`src/hw/rtl/cgaplt_pkg.sv`:
```
package cgaplt_pkg;

    localparam int FRAME_BYTES_DEF = 16384;

    // screen geometry of the interlaced 320x200 four-color mode
    localparam int SCREEN_W   = 320;
    localparam int SCREEN_H   = 200;
    localparam int LINE_BYTES = 80;
    localparam int PIX_ADDR_W = 14;
    localparam logic [PIX_ADDR_W-1:0] ODD_BANK = 14'h2000;

    localparam int IDX_W = 12;
    localparam int BPR_W = 7;

    typedef enum logic [1:0] {
        CMD_PLOT   = 2'd0,
        CMD_FILL   = 2'd1,
        CMD_SPRITE = 2'd2,
        CMD_READ   = 2'd3
    } cmd_code_t;

    typedef struct packed {
        cmd_code_t          command;
        logic [8:0]         x;
        logic [7:0]         y;
        logic [8:0]         width;
        logic [7:0]         height;
        logic [1:0]         color;
        logic [7:0]         pixel_byte;
        logic [IDX_W-1:0]   byte_index;
        logic [BPR_W-1:0]   bytes_per_row;
        logic [PIX_ADDR_W-1:0] read_address;
    } request_t;

    typedef struct packed {
        logic [7:0] read_data;
        logic       clipped;
    } result_t;

    typedef enum logic [2:0] {
        ST_CLEAR,
        ST_IDLE,
        ST_DECODE,
        ST_DIV_WAIT,
        ST_PIX_READ,
        ST_PIX_WRITE,
        ST_ADDR_READ,
        ST_DONE
    } ctrl_state_t;

    typedef struct packed {
        logic load;
        logic clear_write;
        logic div_start;
        logic sprite_base;
        logic pixel_read;
        logic pixel_write;
        logic pixel_skip;
        logic addr_read;
        logic clip_set;
        logic result_load;
    } ctrl_cmd_t;

    typedef struct packed {
        cmd_code_t command;
        logic      clear_last;
        logic      fill_empty;
        logic      sprite_reject;
        logic      div_done;
        logic      on_screen;
        logic      pixel_last;
        logic      out_free;
    } dp_status_t;

endpackage

```
`src/hw/rtl/cgaplt_ctrl.sv`:
```
module cgaplt_ctrl
    import cgaplt_pkg::*;
(
    input  logic       clk,
    input  logic       rst_n,
    input  logic       in_valid,
    output logic       in_ready,
    input  dp_status_t status,
    output ctrl_cmd_t  ctrl
);

    ctrl_state_t state_reg, state_next;

    always_ff @(posedge clk or negedge rst_n)
    begin
        if (!rst_n)
        begin
            state_reg <= ST_CLEAR;
        end
        else
        begin
            state_reg <= state_next;
        end
    end

    always_comb
    begin
        state_next = state_reg;
        ctrl       = '0;
        in_ready   = 1'b0;
        unique case (state_reg)
            ST_CLEAR:
            begin
                ctrl.clear_write = 1'b1;
                if (status.clear_last)
                begin
                    state_next = ST_IDLE;
                end
            end
            ST_IDLE:
            begin
                in_ready = 1'b1;
                if (in_valid)
                begin
                    ctrl.load  = 1'b1;
                    state_next = ST_DECODE;
                end
            end
            ST_DECODE:
            begin
                unique case (status.command)
                    CMD_PLOT:
                    begin
                        state_next = ST_PIX_READ;
                    end
                    CMD_FILL:
                    begin
                        state_next = status.fill_empty ? ST_DONE : ST_PIX_READ;
                    end
                    CMD_SPRITE:
                    begin
                        if (status.sprite_reject)
                        begin
                            ctrl.clip_set = 1'b1;
                            state_next    = ST_DONE;
                        end
                        else
                        begin
                            ctrl.div_start = 1'b1;
                            state_next     = ST_DIV_WAIT;
                        end
                    end
                    CMD_READ:
                    begin
                        state_next = ST_ADDR_READ;
                    end
                endcase
            end
            ST_DIV_WAIT:
            begin
                if (status.div_done)
                begin
                    ctrl.sprite_base = 1'b1;
                    state_next       = ST_PIX_READ;
                end
            end
            ST_PIX_READ:
            begin
                if (status.on_screen)
                begin
                    ctrl.pixel_read = 1'b1;
                    state_next      = ST_PIX_WRITE;
                end
                else
                begin
                    ctrl.pixel_skip = 1'b1;
                    if (status.pixel_last)
                    begin
                        state_next = ST_DONE;
                    end
                end
            end
            ST_PIX_WRITE:
            begin
                ctrl.pixel_write = 1'b1;
                state_next       = status.pixel_last ? ST_DONE : ST_PIX_READ;
            end
            ST_ADDR_READ:
            begin
                ctrl.addr_read = 1'b1;
                state_next     = ST_DONE;
            end
            ST_DONE:
            begin
                if (status.out_free)
                begin
                    ctrl.result_load = 1'b1;
                    state_next       = ST_IDLE;
                end
            end
        endcase
    end

endmodule

```
`config.mk`:
```
export PLATFORM = sky130hd
export DESIGN_NAME = cgaplt_ctrl
export DESIGN_NICKNAME = d
export VERILOG_FILES = /design/src/hw/rtl/cgaplt_pkg.sv /design/src/hw/rtl/cgaplt_ctrl.sv
export SDC_FILE = /design/constraint.sdc
export NUM_CORES = 1
export LEC_CHECK = 0
export BUFFER_PORTS_ARGS = -buffer_cell sky130_fd_sc_hd__buf_4
export CORE_AREA = 2 2 39 41
export DETAILED_ROUTE_END_ITERATION = 10
export DIE_AREA = 0 0 41 43
export PLACE_DENSITY = 0.5
export SETUP_SLACK_MARGIN = 0.2
export SLEW_MARGIN = 0
export SYNTH_ARGS = -nofsm -noshare
export SYNTH_HDL_FRONTEND = slang
export SYNTH_SLANG_ARGS = --single-unit
```
`constraint.sdc`:
```
create_clock -name clk -period 2.6 [get_ports clk]
set_input_delay 0.39 -clock clk [delete_from_list [all_inputs] [get_ports clk]]
set_output_delay 0.39 -clock clk [all_outputs]
set_load 0.005 [all_outputs]
```
# After elaboration in Yosys (flattened, before gate mapping)
# Index checks and enable logic that the tools add are counted.
dict set report word_totals {
  reg_bits 3
  latch_bits 0
  ramBits 0
  romBits 0
  in_bits 12
  output_inout_bits 11
  elab_cells 50
  memories 0
}
dict set report op_classes {
  n_addsub 0
  mul 0
  div_mod_pow 0
  n_lt_le_gt_ge 0
  n_eq_ne 15
  shift 0
  n_mux 31
  n_bitwise 0
  reduce_logical 3
}
# operator count
set op_table {}
lappend op_table {{$pmux 3 s8} 1}
lappend op_table {{$mux 3} 7}
lappend op_table {{$mux 1} 20}
lappend op_table {{$eq 3x3->1 const B} 4}
lappend op_table {{$pmux 3 s4} 1}
lappend op_table {{$ne 2x2->1 const B} 4}
lappend op_table {{$eq 3x2->1 const B} 2}
lappend op_table {{$reduce_and 5->1} 1}
lappend op_table {{$eq 2x2->1 const B} 2}
lappend op_table {{$mux 2} 2}
lappend op_table {{$eq 3x1->1 const B} 1}
lappend op_table {{$logic_not 3->1} 1}
lappend op_table {{$ne 3x3->1 const B} 1}
lappend op_table {{$eq 2x1->1 const B} 1}
lappend op_table {{$logic_not 2->1} 1}

# Logic depth before layout (Yosys ltp)
# Gate-level depths: netlist (run 1).
dict set report logic_depth {
  ltp_word 3
  ltp_mapped 5
  ltp_nobuf 4
}

# Least setup slack after synthesis (run 1)
# No wires, ideal clock.
dict set report synth_path {
  path_type {flip-flop to output port}
  startpoint {reg state_reg[0]}
  endpoint {out ctrl[1] (netlist bit)}
  arrival_time_ns 1.002
  t_required_ns 2.210
  setup_slack_ns 1.208
  stages_incl_launch_ff 4
  path_buffers 1
  path_cell_list {dfrtp_1 -> buf_2 -> nand2b_1 -> nor4_1}
}
# item line_no
set synth_rtl {}
lappend synth_rtl {{from (decl)} cgaplt_ctrl.sv:12} ;# ctrl_state_t state_reg, state_next;
lappend synth_rtl {{from (signal assigned)} cgaplt_ctrl.sv:22} ;# state_reg <= state_next;
lappend synth_rtl {{to (decl)} cgaplt_ctrl.sv:9} ;# output ctrl_cmd_t ctrl

==> results of run 1 <==
## area by class of cell
type	count	area (um2)	share of cell area, %
inverter	2	7.51	1.35
clock buffer	4	26.3	4.73
multi-input combinational	40	251	45.3
tap	16	20.0	3.60
sequential	3	75.1	13.5
timing repair buffer	23	175	31.5
## layer usage
metal | vias up | global-route usage, % | part of all wire, %
met4 | 0 | 6.00 | 0
li1 | 228 | - | -
met2 | 19 | 19.4 | 42
met1 | 191 | 18.4 | 46
met3 | 0 | 7.85 | 11
met5 | - | 0 | 0
## power groups by stage
stage / clock [mW] / sequential (mW) / combinational, mW
2_1_floorplan: 0 / 0.0870 / 0.243
5_1_grt: 0.0941 / 0.151 / 0.328
6_report: 0.0837 / 0.141 / 0.293
3_5_place_dp: 0 / 0.139 / 0.291
3_3_place_gp: 0 / 0.140 / 0.294
4_1_cts: 0.0872 / 0.138 / 0.293
## worst register-to-register path, delay by kind of cell (launching register included)
family | cells | cell delay (ns)
simple gates | 2 | 0.45
compound gates | 2 | 0.54
flops | 1 | 0.48
## worst paths after layout
kind | from | endpoint | slack [ns] | depth (start not counted)
max in group asynchronous | rst_n | state_reg[0]$_DFFE_PN0P_ | 2.03 | 2
worst max-delay path | state_reg[0]$_DFFE_PN0P_ | ctrl[7] | 0.82 | 3
worst min register to register | state_reg[1]$_DFFE_PN0P_ | state_reg[1]$_DFFE_PN0P_ | 0.74 | 2
worst max register to register | state_reg[1]$_DFFE_PN0P_ | state_reg[0]$_DFFE_PN0P_ | 1.01 | 4
min in group clk | status[0] | state_reg[2]$_DFFE_PN0P_ | 0.52 | 4
worst min-delay path | rst_n | state_reg[2]$_DFFE_PN0P_ | 0.48 | 2
## kinds of logic after synthesis
family | after synthesis
AND/OR/NAND/NOR | 27
AO/OA/AOI/OAI | 13
buffers and inverters | 5
flip-flops | 3
## through the flow
step	worst slack, ns	hold slack (ns)	utilization, %
after floorplan	1.21	0.0944	-
after CTS	0.801	0.473	40.1
final	0.817	0.477	40.1
after global routing	0.635	0.478	40.1
after global placement	1.05	0.180	37.5
after detailed placement	1.03	0.180	37.5
## what timing repair did
action / 4_1_cts / 5_1_grt
setup endpoints to repair: 0 / 0
setup buffers: 0 / 0
endpoints found under the hold margin: 3 / 0
hold buffers: 1 / 0
## layout by cell type, fill, tap and decap left out, drive strengths merged, types with 2 or more instances in the layout
cell type and count:
nand3 2, nand2 5, buf 22, nor4 3, dfrtp 3, a21oi 3
o32a 2, a31oi 2, nor2 7, and2 2, clkbuf 4, nand2b 3
inv 2
==> results.txt, run 1 <==
The wire length of the first global-routing pass is 1690 um. The commonest cells after synthesis are 7 x sky130_fd_sc_hd__nor2_1, 5 x sky130_fd_sc_hd__nand2_1. The count of cells in the finished layout, fillers not included, comes to 88.

The xor/xnor cell area share of the yosys netlist was 0%. The logs give 26 for the number of unique standard cell types used by synthesis and 0 for the final setup violation count. For the number of warnings printed during yosys synthesis, the log shows 0. The number of I/O pins was 23; the ratio of total power to cell area was 931 nW/um2. The time the final worst path needs with I/O delays and setup is 1.78 ns. The total area inside the core boundary comes to 1380 um2. The max-cap violation count is 0. For the number of global-route vias before repair, the log shows 409.

The total cell area at the placement stage came out at 519 um2. The sequential fraction of design power came out at 27.2%. The count of nets left with antenna violations once routing finished came out at 0. Wires add up to 991 um. Of all flip-flops after synthesis, the portion carrying an async set or reset was 100%. The synthesized design contains 3 register bits. The maximum net fanout on the critical path was 15; the portion of total power attributed to combinational logic was 56.6%. For the number of failing hold endpoints at the final stage, the log shows 0. The number of antenna violations at the first check in global routing came out at 0. The critical path goes through nand2b_1, nor4_1, buf_4.

The tools report the TritonCTS buffer count as 3. The run gives 0.293 mW as the internal power summed over all cells. For the effective utilization at floorplan, the log shows 25.2%.

In the post-synthesis netlist, the cell with the most instances is sky130_fd_sc_hd__nor2_1. Endpoint type of the worst setup path: an output pin. The class of the most critical hold timing path was in2async. The tools report the total congestion overflow after global routing as 0. After clock tree synthesis, the repair step resized 0 gates. Counting every net in the synthesized netlist gives 60. The setup path with the least slack is of type reg2out. TritonCTS built the clock tree.

The flow ran to the end, and the final reports show no timing, DRC or antenna violations. The tools report the net switching power figure as 0.224 mW. The kind of cell with the highest combined delay along the critical path is flip-flops.

Detailed placement ended at an HPWL of 735 um. After detailed routing, the number of vias per cell comes to 4.98. The flip-flop count of the largest register, all copies and words added came out at 3. For the pin with the worst max-slew slack, the measured transition is 0.452 ns. In this run, the number of DRC markers left after iteration 0 of detailed routing was 8.

The global placer's final weighted congestion is 0.692, and the final routed DRC violation total is 0. Yosys attributes the largest share of cell area to sky130_fd_sc_hd__dfrtp_1 22%, sky130_fd_sc_hd__nor2_1 7.5%, sky130_fd_sc_hd__o32a_4 6.5%. The total non-filler cell area in the finished layout was 556 um2; the number of synthesized flops with an enable pin was 0. Sort of element at the start of the critical path: a register. The post-synthesis area per instance was 7.27 um2. After filler insertion, the fill cell instance count of the layout stands at 157. For the data arrival time of the worst path, the log shows 1.39 ns.

The synthesized-area fraction occupied by adder cells was 0%; the compound-gate portion of the synthesized area was 30.8%. The sum of negative setup slack is 0 ns, and the number of sinks driven by the clock tree is 3. Across all layers, the routed design uses 438 vias. For the first-pass iteration count of the detailed router, the log shows 4. Max-slew violation count: 0.

Among all stages on the critical path, the largest delay is contributed by sky130_fd_sc_hd__dfrtp_1. The delay of the slowest cell on the worst path is 0.52 ns. The design draws 0.517 mW. The tools report the level count of the clock H-tree as 1.

The most area-hungry cell type in the Yosys netlist was sky130_fd_sc_hd__dfrtp_1. The clock slew at the register clock pins of the worst setup and hold paths is 0.04 ns, and the row count is 14. For this run, the total global-route usage over all layers was measured as 14.4%. For the number of nets in the final layout, the log shows 85. The post-route netlist has 38.9% of its cells at a drive strength greater than 1.

The number of port buffers works out to 22. From synthesis to final layout, the design area changed by 59.1%. The main combinational cell family by area after synthesis is simple AND/OR/NAND/NOR gates. After Yosys synthesis, and, or, nand and nor cells account for 41.2% of the synthesized area. The final critical path takes up 68.6% of the cycle. The total placed cells including tap cells is 83, and the largest buffer count on any clock path is 2.

Setup repair after global routing left no endpoint under its margin. The root cell of the clock tree was sky130_fd_sc_hd__clkbuf_4. The top achievable clock speed is 0.561 GHz. Largest clock skew in the final design: 0.00192 ns. The area of the die was 1760 um2.

The proportion of total power due to net switching came out at 43.2%. The synthesized netlist occupies a cell area of 349 um2. The number of antenna diodes in the final layout is 0. Headroom to the max-slew limit came out at 69.8%. Entering global routing, the biggest net connects 16 pins. The share of cell area taken by muxes after synthesis is 0%.

The die extent in x was 41 um; the worst path required time was 2.21 ns. IR analysis of the VDD net gives a maximum drop of 0.407 mV. The tools report the leakage power summed over all cells as 0.268 nW.

Summed over its instances, the top area cell type makes up 21.5% of the synthesized netlist area. The later pin in the worst-skew pair is clocked with a latency of 0.24 ns. Dividing the detail-routed wire length by the instance count gives 11.3 um.

Synthesis handed over a netlist of 48 instances. The buffer and inverter count on the worst path works out to 1. Sequential cells were found to cover 21.5% of the synthesized design area.

In this run, the clock network consumes 16.2% of the power. Measured along the y axis, the die boundary spans 43 um. The commonest register cell after synthesis is sky130_fd_sc_hd__dfrtp_1.
Power figures use the tool's default switching activity.
==> run 2, diff against run 1 <==
Settings changed: PLACE_DENSITY 0.5 to 0.52.
Clock period 2.6 ns to 1.43 ns, I/O delays scaled along.
==> run 2 against run 1 <==
Compared with the run above: the run now ends with negative setup slack left; register-to-register slack worse by 1.1 ns; worst setup slack worse by 0.88 ns; sequential cell count unchanged; critical endpoint unchanged; largest power group unchanged.
==> results.txt, run 2 (synthesized netlist as in run 1, its figures left out) <==
Across every metal layer, demand over resource in global routing totals 18.3%. The area of the die is 1760 um2. Dividing the final minimum period by the clock period gives 104%.

The number of nets in the final layout was 107; the post-route core utilization was 68.2%. The number of antenna diodes in the final layout is 0. The time the final worst path needs with I/O delays and setup came out at 1.49 ns. In the layout the commonest cells are 25 x sky130_fd_sc_hd__buf_4, 19 x sky130_fd_sc_hd__buf_6, 6 x sky130_fd_sc_hd__nor2_4. From left edge to right edge, the die measures 41 um. The capturing point of the worst reg2reg path is state_reg[0]$_DFFE_PN0P_.

Setup violations remaining at the end of the flow were counted as 6. STA puts the critical path data arrival time at 1.28 ns. VDD sags by at most 0.937 mV. Entering global routing, the biggest net connects 11 pins. The ratio of total power to cell area came out at 2030 nW/um2. The tools report the max-cap violation count as 0. Clock-pin slew was measured on the worst setup and hold paths at 0.04 ns.

The flip-flop count of the largest register, all copies and words added is 3. The run gives 79.3% as the worst slew margin relative to its limit. The first detailed-routing pass ran for 3 iterations. The total placed cells including tap cells was 92. The number of port buffers works out to 22. The worst hold slack was 0.310 ns. The TritonCTS buffer count is 3.

Type of the setup path with the least slack: reg2out. In this run the count of I/O pins placed on the die edge is 23. After detailed routing, the average wire length per cell comes to 15.4 um. Setup repair after global routing could not meet its margin everywhere. The vias per cell is 5.17.

The flow ran to the end, but the final reports show violations. Clock tree synthesis selected as its root buffer the cell sky130_fd_sc_hd__clkbuf_4. For the worst setup path, the data required time is 1.22 ns. The number of antenna violations at the first check in global routing is 0, and the final worst setup slack is -0.0617 ns. The number of global-route vias before repair is 560, and the number of sinks driven by the clock tree is 3. At the pin with the least slew margin, the transition time is 0.308 ns. The die span in y was 43 um; the total cell area at the placement stage was 592 um2.

The final reports fail on negative setup slack. After floorplanning, the core was divided into 14 placement rows. The finished cells cover 943 um2.

Once the floorplan was initialized, standard cells occupied 25.2% of the core. For flop-to-flop paths, the worst setup slack is -0.04 ns. For the total wirelength of the detailed-routed design, the log shows 1700 um. The via count was 569.

The clock latency at the later pin of the worst-skew pair was 0.23 ns; the largest buffer count on any clock path was 2. In this run the static leakage power is 0.429 nW. The final routed DRC violation total was 0; the number of failing hold endpoints at the final stage was 0. The layout has 101 filler cells. Relative to the synthesized area, the layout overhead comes to 170%.

For the worst flop-to-flop path, the logic depth is 5. Max-slew violation count: 0. In this run, the number of DRC markers left after iteration 0 of detailed routing was 2. The worst flop-to-flop path startpoint was state_reg[0]$_DFFE_PN0P_. Between clock sinks in the finished design, the worst skew comes to 0.00168 ns.

The detail route stage leaves a number of antenna-violating nets equal to 0. The worst setup path is launched from a register. The count of cells in the finished layout, fillers not included, comes to 110. Leaving out fill and tap cells, the most frequent cell in the layout is sky130_fd_sc_hd__buf_4. After legalization and detailed placement, the total HPWL measured 902 um. The floorplan step defined a core boundary enclosing 1380 um2. Global routing finished with a remaining overflow of 0. The maximum net fanout on the critical path is 3.

The first global-routing pass estimated 2200 um of wire. The worst setup path is captured at an output pin. The top achievable clock speed was 0.670 GHz. The run gives 1 as the level count of the clock H-tree.

Routability-driven placement finished with a final weighted congestion of 0.717. The path class of the tightest hold or removal check is in2async. TritonCTS built the clock tree. Cells with a size suffix above 1 make up 74.5% of the layout.
[run 2: cell count changes in the layout (fill, tap and decap cells not counted), sizes merged]
| cell | change |
|---|---|
| buf | +22 |
[run 2: worst max-delay path: stages, from the launching register on]
cell and delay [ns]:
sky130_fd_sc_hd__dfrtp_2 0.43, sky130_fd_sc_hd__buf_6 0.13, sky130_fd_sc_hd__nand2b_4 0.15, sky130_fd_sc_hd__nor4_4 0.20, sky130_fd_sc_hd__buf_4 0.14
[run 2: through the flow]
stage	setup slack, ns	total power, mW	setup TNS, ns
finish	-0.0617	1.92	-0.227
global route	-0.106	2.03	-0.566
CTS	-0.0881	1.69	-0.279
detailed placement	0.0280	0.993	0
global placement	0.0467	0.996	0
floorplan	0.115	0.618	0
[run 2: layer usage]
metal	track usage (%)	vias up	routed length, um	part of all wire [%]
met5	0	-	0	0
met4	3.33	0	36	2.1
met3	5.24	4	80	4.7
met2	33.4	19	896	53
met1	19.3	273	682	40
li1	-	273	-	-
[run 2: cell type report]
cell class / count / area, um2 / share of cell area [%]
Clock buffer: 4 / 26.3 / 2.79
Multi-Input combinational cell: 40 / 402 / 42.6
Timing Repair Buffer: 45 / 412 / 43.6
Tap cell: 16 / 20.0 / 2.12
Inverter: 2 / 7.51 / 0.796
Sequential cell: 3 / 76.3 / 8.09
[run 2: how the worst max path moves through the flow]
stage / startpoint / cells after the start / endpoint / slack (ns)
after floorplan: state_reg[0]$_DFFE_PN0P_ / 4 / state_reg[0]$_DFFE_PN0P_ / 0.11
after global placement: state_reg[0]$_DFFE_PN0P_ / 4 / state_reg[0]$_DFFE_PN0P_ / 0.05
after detailed placement: state_reg[0]$_DFFE_PN0P_ / 4 / state_reg[0]$_DFFE_PN0P_ / 0.03
after CTS: state_reg[0]$_DFFE_PN0P_ / 4 / ctrl[1] / -0.09
after global routing: state_reg[0]$_DFFE_PN0P_ / 4 / ctrl[7] / -0.11
final: state_reg[0]$_DFFE_PN0P_ / 4 / ctrl[7] / -0.06
[run 2: power breakdown]
group          internal (mW)  leakage [nW]  switching [mW]
Sequential             0.129        0.0330          0.0463
Clock                  0.105        0.0150          0.0441
Combinational          0.897         0.381           0.699
[run 2: what timing repair did]
item | 4_1_cts | 5_1_grt
pin swaps | 9 | 5
hold buffers | 1 | 0
setup buffers | 10 | 2
resized for setup | 35 | 16
cloned | 0 | 1
setup endpoints to repair | 14 | 14
endpoints found under the hold margin | 3 | 0
